[config.mk]
export PLATFORM = sky130hd
export DESIGN_NAME = life_generation_row_engine_top
export DESIGN_NICKNAME = d
export VERILOG_FILES = /design/src/rtl/core/lgre_pkg.sv /design/src/rtl/core/life_generation_row_engine_top.sv /design/src/rtl/core/lgre_cell.sv /design/src/rtl/core/lgre_out_fifo.sv
export SDC_FILE = /design/constraint.sdc
export NUM_CORES = 2
export LEC_CHECK = 0
export ABC_AREA = 1
export BUFFER_PORTS_ARGS = -buffer_cell sky130_fd_sc_hd__buf_4
export CAP_MARGIN = 25
export CORE_MARGIN = 1.5
export CORE_UTILIZATION = 55
export CTS_CLUSTER_SIZE = 8
export DETAILED_ROUTE_END_ITERATION = 6
export GPL_ROUTABILITY_DRIVEN = 0
export HOLD_SLACK_MARGIN = 0.15
export PLACE_DENSITY = 0.77
export REMOVE_ABC_BUFFERS = 1
export SLEW_MARGIN = 25
export SYNTH_ARGS = -nofsm -noshare
export SYNTH_HDL_FRONTEND = slang
export SYNTH_SLANG_ARGS = --single-unit
[constraint.sdc]
create_clock -name clk -period 6.5 [get_ports clk]
set_clock_uncertainty 0.05 [all_clocks]
set_input_delay 1.625 -clock clk [delete_from_list [all_inputs] [get_ports clk]]
set_output_delay 1.625 -clock clk [all_outputs]
set_load 0.02 [all_outputs]
[src/rtl/core/lgre_pkg.sv]
// Shared types and constants of the Life generation row engine.
`timescale 1ns / 1ps
`default_nettype none

package lgre_pkg;

  // Fixed field widths of the channels and registers.
  localparam int ROW_W         = 64;
  localparam int GRID_WIDTH_W  = 7;
  localparam int GRID_HEIGHT_W = 13;
  localparam int ROW_INDEX_W   = 12;
  localparam int CFG_DATA_W    = 13;
  localparam int CFG_INDEX_W   = 1;

  // Register indexes on the configuration port.
  localparam logic [CFG_INDEX_W-1:0] CFG_GRID_WIDTH  = 1'b0;
  localparam logic [CFG_INDEX_W-1:0] CFG_GRID_HEIGHT = 1'b1;

  // Register values after reset.
  localparam logic [GRID_WIDTH_W-1:0]  GRID_WIDTH_RST  = 7'd64;
  localparam logic [GRID_HEIGHT_W-1:0] GRID_HEIGHT_RST = 13'd64;

  // Result queue; the depth must be a power of two.
  localparam int FIFO_DEPTH = 4;
  localparam int FIFO_PTR_W = $clog2(FIFO_DEPTH);
  localparam int FIFO_LVL_W = $clog2(FIFO_DEPTH + 1);

  // Neighbour counts run from 0 to 8.
  localparam int NB_CNT_W = 4;
  localparam logic [NB_CNT_W-1:0] BIRTH_CNT   = 4'd3;
  localparam logic [NB_CNT_W-1:0] SURVIVE_CNT = 4'd2;

  // Bits of one column that a cell shows to its neighbours, already masked.
  typedef struct packed {
    logic upper;
    logic middle;
    logic cur;
  } col_bits_t;

  // Per-transfer control of the cell row.
  typedef struct packed {
    logic load;   // an input row is taken this cycle
    logic clear;  // the row closes the frame, so the column history empties
  } cell_ctl_t;

  typedef struct packed {
    logic [ROW_W-1:0]       next_row_bits;
    logic [ROW_INDEX_W-1:0] row_index;
    logic                   last_row;
  } result_t;

  typedef struct packed {
    logic                  room_two;
    logic [FIFO_LVL_W-1:0] level;
  } fifo_stat_t;

  // B3/S23 rule for one cell.
  function automatic logic life_rule(input logic alive, input logic [NB_CNT_W-1:0] cnt);
    life_rule = (cnt == BIRTH_CNT) || (alive && (cnt == SURVIVE_CNT));
  endfunction

endpackage

`default_nettype wire

[src/rtl/core/life_generation_row_engine_top.sv]
// Top level of the Life generation row engine (B3/S23, one row per transfer).
//
// Usage: rows of the current generation enter top to bottom on the in_ channel,
// one 64-bit row per transfer, bit x being column x. Results leave on the out_
// channel, each carrying a next-generation row, its row index and a flag for
// the last row of the frame. Both channels transfer when valid is high and
// stall is low. Width and height are set on the cfg_ channel (index 0 width,
// index 1 height), which is always ready; write them only while the block is
// idle. Columns at or beyond the width, and rows beyond the height, are dead.
// The result for row r is produced when row r+1 is transferred in and enters
// the output queue. The row that closes a frame yields two results (its upper
// neighbour and itself), or one if the frame is a single row high. Throughput:
// one row per cycle while in_stall is low; a closing row places two results
// in the four-entry output queue, which drains one per cycle while out_stall
// is low, so the queue alone decides when in_stall rises. The neighbour counts
// are formed combinationally in a row of column cells, each talking to its two neighbours.
// Reset clears the row history, the row count and the queue, and returns the
// width and height to 64. While out_stall is high the head result holds and
// the queue fills; in_stall rises once fewer than two entries are free.
`timescale 1ns / 1ps
`default_nettype none

module life_generation_row_engine_top #(
  parameter int GRID_WIDTH_MAX  = 64,
  parameter int GRID_HEIGHT_MAX = 4096
) (
  input  wire logic                                clk,
  input  wire logic                                rst_n,
  // Input rows
  input  wire logic                                in_valid,
  output logic                                     in_stall,
  input  wire logic [lgre_pkg::ROW_W-1:0]          in_row_bits,
  // Result rows
  output logic                                     out_valid,
  input  wire logic                                out_stall,
  output logic [lgre_pkg::ROW_W-1:0]               out_next_row_bits,
  output logic [lgre_pkg::ROW_INDEX_W-1:0]         out_row_index,
  output logic                                     out_last_row,
  // Configuration writes
  input  wire logic                                cfg_valid,
  output logic                                     cfg_ready,
  input  wire logic [lgre_pkg::CFG_INDEX_W-1:0]    cfg_index,
  input  wire logic [lgre_pkg::CFG_DATA_W-1:0]     cfg_data
);
  import lgre_pkg::*;

  // The row counter only needs to hold values below the height limit.
  localparam int ROW_CNT_W = (GRID_HEIGHT_MAX > 1) ? $clog2(GRID_HEIGHT_MAX) : 1;
  // Comparison width covers both the height register and the height limit.
  localparam int HGT_CMP_W = (ROW_CNT_W + 1 > GRID_HEIGHT_W) ? ROW_CNT_W + 1
                                                               : GRID_HEIGHT_W;

  logic [GRID_WIDTH_W-1:0]  grid_width_r, grid_width_nxt;
  logic [GRID_HEIGHT_W-1:0] grid_height_r, grid_height_nxt;
  logic [ROW_CNT_W-1:0]     rows_taken_r, rows_taken_nxt;

  logic                 in_accept;
  logic                 cfg_accept;
  logic [HGT_CMP_W-1:0] hgt_ext;
  logic [HGT_CMP_W-1:0] hgt_act;
  logic                 closes;
  logic [ROW_CNT_W-1:0] idx_prev;

  cell_ctl_t  ctl;
  col_bits_t  col_bits [GRID_WIDTH_MAX];
  logic [ROW_W-1:0] act_mask;
  logic [ROW_W-1:0] row_a;
  logic [ROW_W-1:0] row_b;

  result_t    res_a;
  result_t    res_b;
  result_t    head;
  fifo_stat_t fifo_stat;

  // ---------------------------------------------------------------------------
  // Configuration registers.
  // ---------------------------------------------------------------------------
  assign cfg_ready  = 1'b1;
  assign cfg_accept = cfg_valid && cfg_ready;

  always_comb begin
    grid_width_nxt  = grid_width_r;
    grid_height_nxt = grid_height_r;
    if (cfg_accept) begin
      unique case (cfg_index)
        CFG_GRID_WIDTH:  grid_width_nxt  = cfg_data[GRID_WIDTH_W-1:0];
        CFG_GRID_HEIGHT: grid_height_nxt = cfg_data[GRID_HEIGHT_W-1:0];
        default:         grid_width_nxt  = grid_width_r;
      endcase
    end
  end

  // ---------------------------------------------------------------------------
  // Frame control: a height of zero acts as one, and the height saturates at
  // the configured limit.
  // ---------------------------------------------------------------------------
  assign in_stall  = !fifo_stat.room_two;
  assign in_accept = in_valid && !in_stall;

  assign hgt_ext = HGT_CMP_W'(grid_height_r);

  always_comb begin
    priority if (hgt_ext == '0) begin
      hgt_act = HGT_CMP_W'(1);
    end else if (hgt_ext > HGT_CMP_W'(GRID_HEIGHT_MAX)) begin
      hgt_act = HGT_CMP_W'(GRID_HEIGHT_MAX);
    end else begin
      hgt_act = hgt_ext;
    end
  end

  assign closes   = (HGT_CMP_W'(rows_taken_r) + HGT_CMP_W'(1)) >= hgt_act;
  assign idx_prev = rows_taken_r - ROW_CNT_W'(1);

  always_comb begin
    rows_taken_nxt = rows_taken_r;
    if (in_accept) begin
      if (closes) begin
        rows_taken_nxt = '0;
      end else begin
        rows_taken_nxt = rows_taken_r + ROW_CNT_W'(1);
      end
    end
  end

  assign ctl.load  = in_accept;
  assign ctl.clear = closes;

  always_ff @(posedge clk) begin
    if (!rst_n) begin
      grid_width_r  <= GRID_WIDTH_RST;
      grid_height_r <= GRID_HEIGHT_RST;
      rows_taken_r  <= '0;
    end else begin
      grid_width_r  <= grid_width_nxt;
      grid_height_r <= grid_height_nxt;
      rows_taken_r  <= rows_taken_nxt;
    end
  end

  // ---------------------------------------------------------------------------
  // Row of column cells. Each cell sees its two neighbours' masked bits; the
  // columns beyond either edge are dead. Columns past the cell row give zero.
  // ---------------------------------------------------------------------------
  for (genvar x = 0; x < ROW_W; x++) begin : g_col
    if (x < GRID_WIDTH_MAX) begin : g_cell
      col_bits_t left_bits;
      col_bits_t right_bits;

      if (x == 0) begin : g_left_edge
        assign left_bits = '0;
      end else begin : g_left_cell
        assign left_bits = col_bits[x-1];
      end

      if (x == GRID_WIDTH_MAX - 1) begin : g_right_edge
        assign right_bits = '0;
      end else begin : g_right_cell
        assign right_bits = col_bits[x+1];
      end

      assign act_mask[x] = (grid_width_r > GRID_WIDTH_W'(x));

      lgre_cell u_cell (
        .clk        (clk),
        .rst_n      (rst_n),
        .active     (act_mask[x]),
        .in_bit     (in_row_bits[x]),
        .ctl        (ctl),
        .left_bits  (left_bits),
        .right_bits (right_bits),
        .own_bits   (col_bits[x]),
        .res_a      (row_a[x]),
        .res_b      (row_b[x])
      );
    end else begin : g_unused
      assign act_mask[x] = 1'b0;
      assign row_a[x]    = 1'b0;
      assign row_b[x]    = 1'b0;
    end
  end

  // ---------------------------------------------------------------------------
  // Results: the row above the newest one while a frame is open, and on the
  // closing row also the final row of the frame.
  // ---------------------------------------------------------------------------
  assign res_a.next_row_bits = row_a;
  assign res_a.row_index     = ROW_INDEX_W'(idx_prev);
  assign res_a.last_row      = 1'b0;

  assign res_b.next_row_bits = row_b;
  assign res_b.row_index     = ROW_INDEX_W'(rows_taken_r);
  assign res_b.last_row      = 1'b1;

  lgre_out_fifo u_out_fifo (
    .clk        (clk),
    .rst_n      (rst_n),
    .push_a     (in_accept && (rows_taken_r != '0)),
    .data_a     (res_a),
    .push_b     (in_accept && closes),
    .data_b     (res_b),
    .pop        (!out_stall),
    .head       (head),
    .head_valid (out_valid),
    .stat       (fifo_stat)
  );

  assign out_next_row_bits = head.next_row_bits;
  assign out_row_index     = head.row_index;
  assign out_last_row      = head.last_row;

  // ---------------------------------------------------------------------------
  // Assertions.
  // ---------------------------------------------------------------------------
  a_queue_bound: assert property (@(posedge clk) disable iff (!rst_n)
    fifo_stat.level <= FIFO_LVL_W'(FIFO_DEPTH))
    else $error("result queue holds more entries than its depth");

  a_frame_restart: assert property (@(posedge clk) disable iff (!rst_n)
    in_accept && closes |=> rows_taken_r == '0)
    else $error("row count not cleared after the closing row");

  a_dead_columns: assert property (@(posedge clk) disable iff (!rst_n)
    out_valid |-> (out_next_row_bits & ~act_mask) == '0)
    else $error("live cell reported outside the active width");

  // The first row of a frame that does not close it produces no result.
  a_accept_room: assert property (@(posedge clk) disable iff (!rst_n)
    in_accept && ((rows_taken_r != '0) || closes) |=> fifo_stat.level != '0)
    else $error("accepted row left the result queue empty");

endmodule

`default_nettype wire

[src/rtl/core/lgre_cell.sv]
// One column cell: holds two rows of history and evaluates both result rows.
`timescale 1ns / 1ps
`default_nettype none

module lgre_cell (
  input  wire logic               clk,
  input  wire logic               rst_n,
  input  wire logic               active,
  input  wire logic               in_bit,
  input  wire lgre_pkg::cell_ctl_t ctl,
  input  wire lgre_pkg::col_bits_t left_bits,
  input  wire lgre_pkg::col_bits_t right_bits,
  output lgre_pkg::col_bits_t      own_bits,
  output logic                     res_a,
  output logic                     res_b
);
  import lgre_pkg::*;

  logic upper_r, upper_nxt;
  logic middle_r, middle_nxt;
  logic [NB_CNT_W-1:0] cnt_a;
  logic [NB_CNT_W-1:0] cnt_b;

  assign own_bits.upper  = upper_r & active;
  assign own_bits.middle = middle_r & active;
  assign own_bits.cur    = in_bit & active;

  // Row A: middle row with upper above and the incoming row below.
  assign cnt_a = NB_CNT_W'(left_bits.upper) + NB_CNT_W'(own_bits.upper)
               + NB_CNT_W'(right_bits.upper) + NB_CNT_W'(left_bits.middle)
               + NB_CNT_W'(right_bits.middle) + NB_CNT_W'(left_bits.cur)
               + NB_CNT_W'(own_bits.cur) + NB_CNT_W'(right_bits.cur);

  // Row B: incoming row as the last of the frame, with dead cells below.
  assign cnt_b = NB_CNT_W'(left_bits.middle) + NB_CNT_W'(own_bits.middle)
               + NB_CNT_W'(right_bits.middle) + NB_CNT_W'(left_bits.cur)
               + NB_CNT_W'(right_bits.cur);

  assign res_a = active & life_rule(own_bits.middle, cnt_a);
  assign res_b = active & life_rule(own_bits.cur, cnt_b);

  always_comb begin
    upper_nxt  = upper_r;
    middle_nxt = middle_r;
    if (ctl.load) begin
      if (ctl.clear) begin
        upper_nxt  = 1'b0;
        middle_nxt = 1'b0;
      end else begin
        upper_nxt  = own_bits.middle;
        middle_nxt = own_bits.cur;
      end
    end
  end

  always_ff @(posedge clk) begin
    if (!rst_n) begin
      upper_r  <= 1'b0;
      middle_r <= 1'b0;
    end else begin
      upper_r  <= upper_nxt;
      middle_r <= middle_nxt;
    end
  end

endmodule

`default_nettype wire

[src/rtl/core/lgre_out_fifo.sv]
// Small result queue taking up to two results and giving one per cycle while pop is high.
`timescale 1ns / 1ps
`default_nettype none

module lgre_out_fifo (
  input  wire logic              clk,
  input  wire logic              rst_n,
  input  wire logic              push_a,
  input  wire lgre_pkg::result_t data_a,
  input  wire logic              push_b,
  input  wire lgre_pkg::result_t data_b,
  input  wire logic              pop,
  output lgre_pkg::result_t      head,
  output logic                   head_valid,
  output lgre_pkg::fifo_stat_t   stat
);
  import lgre_pkg::*;

  result_t               mem_r [FIFO_DEPTH];
  logic [FIFO_PTR_W-1:0] wr_ptr_r, wr_ptr_nxt;
  logic [FIFO_PTR_W-1:0] rd_ptr_r, rd_ptr_nxt;
  logic [FIFO_LVL_W-1:0] level_r, level_nxt;
  logic [FIFO_PTR_W-1:0] wr_ptr_b;
  logic                  do_pop;

  assign do_pop     = pop && (level_r != '0);
  assign wr_ptr_b   = wr_ptr_r + FIFO_PTR_W'(push_a);
  assign wr_ptr_nxt = wr_ptr_r + FIFO_PTR_W'(push_a) + FIFO_PTR_W'(push_b);
  assign rd_ptr_nxt = rd_ptr_r + FIFO_PTR_W'(do_pop);
  assign level_nxt  = level_r + FIFO_LVL_W'(push_a) + FIFO_LVL_W'(push_b)
                    - FIFO_LVL_W'(do_pop);

  assign head          = mem_r[rd_ptr_r];
  assign head_valid    = (level_r != '0);
  assign stat.level    = level_r;
  assign stat.room_two = (level_r <= FIFO_LVL_W'(FIFO_DEPTH - 2));

  always_ff @(posedge clk) begin
    if (push_a) begin
      mem_r[wr_ptr_r] <= data_a;
    end
    if (push_b) begin
      mem_r[wr_ptr_b] <= data_b;
    end
  end

  always_ff @(posedge clk) begin
    if (!rst_n) begin
      wr_ptr_r <= '0;
      rd_ptr_r <= '0;
      level_r  <= '0;
    end else begin
      wr_ptr_r <= wr_ptr_nxt;
      rd_ptr_r <= rd_ptr_nxt;
      level_r  <= level_nxt;
    end
  end

endmodule

`default_nettype wire

Word level (Yosys, flattened, before mapping)
Memory sizes are Yosys's and may differ from the RTL's. A register that Yosys moved wholly into a read port is not among the register bits.
Index checks and enable logic that the tools add are counted.
- memories: 1
- register bits after elaboration: 167
- word-level logic and storage cells: 1883
- output and inout port bits: 80
- memory bits (writable): 308
- bitwise logic cells: 321
- reduce and logical (&&, ||, !) cells: 267
- magnitude comparators: 67
- equality and inequality tests: 256
- multiplexer cells: 136
- add/subtract/negate cells: 701
- memory list (memory ; depth ; bits a word ; rd ports ; clocked after Yosys merged registers in ; wr ports ; RTL line ; RTL):
    u_out_fifo.mem_r ; 4 ; 77 ; 1 ; 1 ; 2 ; lgre_out_fifo.sv:19 ; result_t mem_r [FIFO_DEPTH];
- operators by type and width (kind ; number):
    $add 4x1->4 ; 566
    $eq 4x2->1 const B ; 256
    $and 1x1->1 ; 320
    $add 1x1->2 ; 126
    $gt 7x6->1 const B ; 32
    $logic_and 1x1->1 ; 132
    $mux 1 ; 132
    $logic_or 1x1->1 ; 128
    $gt 7x5->1 const B ; 16
    $gt 7x4->1 const B ; 8
    $gt 7x3->1 const B ; 4
    $mux 13 ; 2
    $gt 7x1->1 const B ; 2
    $gt 7x2->1 const B ; 2
    $add 12x1->13 const B ; 1
    $ge 13x13->1 ; 1
    $gt 13x13->1 const B ; 1
    $logic_not 13->1 ; 1
    $add 12x1->12 const B ; 1
    $mux 12 ; 1
    $reduce_bool 12->1 ; 1
    $sub 12x1->12 const B ; 1
    $add 2x1->2 ; 3
    $add 3x1->3 ; 2
    7 further kinds ; 9

Longest topological paths before layout
- word-level depth: 13
- mapped depth: 27
- gate-level depth less buffers: 26

Hierarchy
Synthesis repeated with hierarchy kept, for this count alone.
- cells, all modules: 5682
- area, all modules: 43195.2 um^2
- by module, submodules not included (module ; sequential area each (um^2) ; instances ; area an instance (um^2) ; cells each):
    lgre_cell ; 40.0 ; 64 ; 370.4 ; 51
    lgre_out_fifo ; 9389.0 ; 1 ; 16759.8 ; 1985
    life_generation_row_engine_top ; 640.6 ; 1 ; 2732.6 ; 433

Worst setup path after synthesis
OpenSTA, ideal clock, no wires.
- path kind: input -> register
- from: input in_valid
- to: memory u_out_fifo.mem_r[0][10] (netlist bit) (enable)
- buffers on the path: 2
- setup time: 0.436 ns
- cell stages on the path: 12
- setup slack: 1.062 ns
- data required time: 6.014 ns
- arrival: 4.952 ns
- cells stage by stage: nand2_1 > inv_2 > nand2_4 > inv_4 > ha_1 > xnor2_4 > inv_2 > nor2_4 > nand3_2 > buf_4 > buf_2 > nand2_1
- RTL lines (what ; RTL line ; RTL):
    from (decl) ; life_generation_row_engine_top.sv:30 ; input wire logic in_valid,
    to (decl) ; lgre_out_fifo.sv:19 ;

==> flow_summary.json <==
{
  "synthTopCellsByCount": "1,048 x inv_1, 917 x nand2_1, 656 x nor2_1",
  "yosys-top-cells-area": "edfxtp_1 21%, fa_1 16%, ha_1 9.8%",
  "status": "finished, final reports clean",
  "met1_length_um": 48400,
  "worst-r2r-cell-count": 20,
  "cts_tree": "built",
  "cp-startpoint": "grid_width_r[6]",
  "period_share": 0.855,
  "area_delta_synth_final_pct": 9.34,
  "cts_made_buffers": 70,
  "ys_seq_area_frac": 0.294,
  "post-route-drc-count": 0,
  "setup_violations": 0,
  "drive_above_1_share": 0.0688,
  "cts_buffer_depth": 3,
  "drt-initial-drc-count": 3725,
  "post_cts_resized": 0,
  "hold_buffers": 0,
  "fmax_mhz": 180,
  "hpwl_um": 84800,
  "synth_async_sr_flop_share": 0,
  "clock_latency_ns": 0.64,
  "netlist_area_mm2": 0.0427,
  "crit_fanout": 11,
  "cp.arrival_ns": 5.97,
  "rows": 102,
  "dp.cells": 6421,
  "initial_core_util": 0.553,
  "fin_hold_ws_ns": 0.405,
  "hold_path_class": "flop to flop",
  "die_x_um": 282,
  "grt_pass1_vias": 37600,
  "dieArea_mm2": 0.0793,
  "synth_ff_type": "edfxtp_1",
  "slew_headroom": 0.251,
  "crit_type": "flop to flop",
  "yosys.area.top_type": "edfxtp_1",
  "r2r-start": "grid_width_r[6]",
  "yosysWarnings": 0,
  "ir_drop_v": 0.000298,
  "port_buffers": 161,
  "track_usage": 0.324,
  "routed.top_layer": "met5",
  "cts_sinks": 475,
  "slew_violations": 0,
  "antenna_found_initial": 2,
  "tightestPinTransition_ns": 1.12,
  "cp_data_required_time_ns": 6.92,
  "period_minus_slack_ns": 5.56,
  "p_leak_nw": 21.5,
  "synth_edf_count": 304,
  "diodes": 0,
  "p_per_area_mw_per_mm2": 298,
  "grt_pass1_wl_um": 201000,
  "cap_violations": 0,
  "fin_cells": 6550,
  "vias_per_cell": 5.73,
  "wirelength_um": 127000,
  "cts_setup_buffers": 0,
  "cts_max_level": 3,
  "syn_inst": 5417,
  "grt_start_max_net_pins": 148,
  "yosysUniqueCellTypes": 54,
  "placed_area_mm2": 0.0447,
  "yosysMostFrequentCell": "inv_1",
  "core_mm2": 0.0772,
  "r2r-end": "u_out_fifo.mem_r[3][50]",
  "root_buffer": "clkbuf_16",
  "vias": 37600,
  "wl_met2_um": 58800,
  "avgSynthCellArea_um2": 7.88,
  "final_area_mm2": 0.0467,
  "r2r_setup_slack_ns": 0.94,
  "critical_path.cell_chain": "inv_2 > nand2_1 > o21ai_1 > nand2_1 > nand2_1 > inv_1 > ha_1 > inv_1 > fa_1 > xnor2_1 > inv_1 > ha_1 > fa_1 > inv_1 > fa_1 > a211oi_1 > nand3_1 > nor2_1 > nand2_1 > o21ai_0",
  "cpMaxStageDelayCell": "o21ai_1",
  "rsz0062_at_grt": "false",
  "ioPinCount": 163,
  "die_h_um": 282,
  "synth_top_area_frac": 0.214,
  "cp-end-kind": "flop",
  "worstSetupStartpointType": "flop",
  "grt-ovfl-total": 0,
  "ys_seq_elements": 475,
  "final-hold-violation-count": 0,
  "wl_per_cell_um": 19.4,
  "ant_nets": 0,
  "drt_pass1_iterations": 7,
  "met3WireLength_um": 13600,
  "cpPeakStageDelay_ns": 0.75,
  "fin_nets": 6206,
  "cts.clk_slew.worst_paths_ns": 0.07,
  "crit_end": "u_out_fifo.mem_r[3][50]"
}
==> worst max-delay path: cells and delay by family, from the launching register on <==
kind                     cells  cell delay [ns]
XOR/XNOR                     1             0.12
AND/OR/NAND/NOR              6             1.11
buffers and inverters        5             0.56
adder cells (fa/ha/maj)      5             1.95
AO/OA/AOI/OAI                3             1.12
flip-flops                   1             0.48
==> per-stage QoR <==
stage	TNS [ns]	total power, mW	setup slack [ns]	utilization
6_report	0	13.9	0.944	0.605
4_1_cts	0	13.8	1.03	0.605
3_5_place_dp	0	10.3	1.08	0.578
2_1_floorplan	-2403.76	8.03	-5.90	-
3_3_place_gp	0	10.1	1.19	0.578
5_1_grt	0	14.8	0.591	0.605
==> registers in the layout (all words and copies together) (netlist names) <==
| register | cells |
|---|---|
| u_out_fifo.mem_r | 308 |
| g_col.g_cell.u_cell.middle_r | 64 |
| u_out_fifo.rd_ptr_r | 2 |
| grid_height_r | 13 |
| u_out_fifo.level_r | 3 |
| rows_taken_r | 12 |
| u_out_fifo.wr_ptr_r | 2 |
| g_col.g_cell.u_cell.upper_r | 64 |
| grid_width_r | 7 |
==> power breakdown <==
part,switching (mW),total [mW],leakage [nW],internal [mW]
combinational,4.56,6.77,16.1,2.22
sequential,0.147,3.63,4.51,3.48
clock,1.47,3.51,0.970,2.03
==> final cells by class <==
type                    count  area (um2)
clock inverters            10         103
flip-flops and latches    475       12600
inverters                1070        4030
fillers                  6688       30500
well taps                1040        1300
multi-input cells        3635       25100
repair buffers            201        1630
clock buffers             119        1940
==> layer usage <==
metal  up-vias  track usage
li1      17400            -
met1     17800        0.412
met2      1995        0.530
met3       391       0.0588
met4         4        0.167
met5         -            0
==> cells in the final DEF (no fill, tap or decap), drive strengths merged, types with 2 or more instances in the layout <==
master / n
fa: 336
nand4: 32
a31oi: 3
ha: 334
o2111a: 3
o211ai: 10
clkbuf: 119
nor2: 667
o21bai: 8
xor2: 23
buf: 201
nor3b: 2
o2111ai: 69
nand3b: 19
a21boi: 9
nand3: 350
a211oi: 21
nand2: 929
nor3: 12
or2: 7
a31o: 24
a21oi: 189
xnor2: 78
nor4: 3
inv: 1074
o22ai: 77
o21ai: 425
clkinv: 6
edfxtp: 304
dfxtp: 171
o31ai: 2
==> worst min path at each step <==
stage,start,cells past startpoint,end,slack [ns]
finish,u_out_fifo.mem_r[1][0],2,u_out_fifo.mem_r[1][0],0.40
global route,g_col[15].g_cell.u_cell.upper_r,2,g_col[15].g_cell.u_cell.upper_r,0.43
CTS,u_out_fifo.mem_r[1][0],2,u_out_fifo.mem_r[1][0],0.40
detailed placement,u_out_fifo.mem_r[1][0],2,u_out_fifo.mem_r[1][0],0.39
global placement,u_out_fifo.mem_r[2][0],2,u_out_fifo.mem_r[2][0],0.38
floorplan,u_out_fifo.mem_r[1][0],2,u_out_fifo.mem_r[1][0],0.37
==> cell families after synthesis <==
family,share of synthesized area
flip-flops,0.294
AO/OA/AOI/OAI,0.113
buffers and inverters,0.120
XOR/XNOR,0.0212
AND/OR/NAND/NOR,0.196
other,0.0000878
adder cells (fa/ha/maj),0.255
Note: power is estimated with default switching activity, not from simulation.
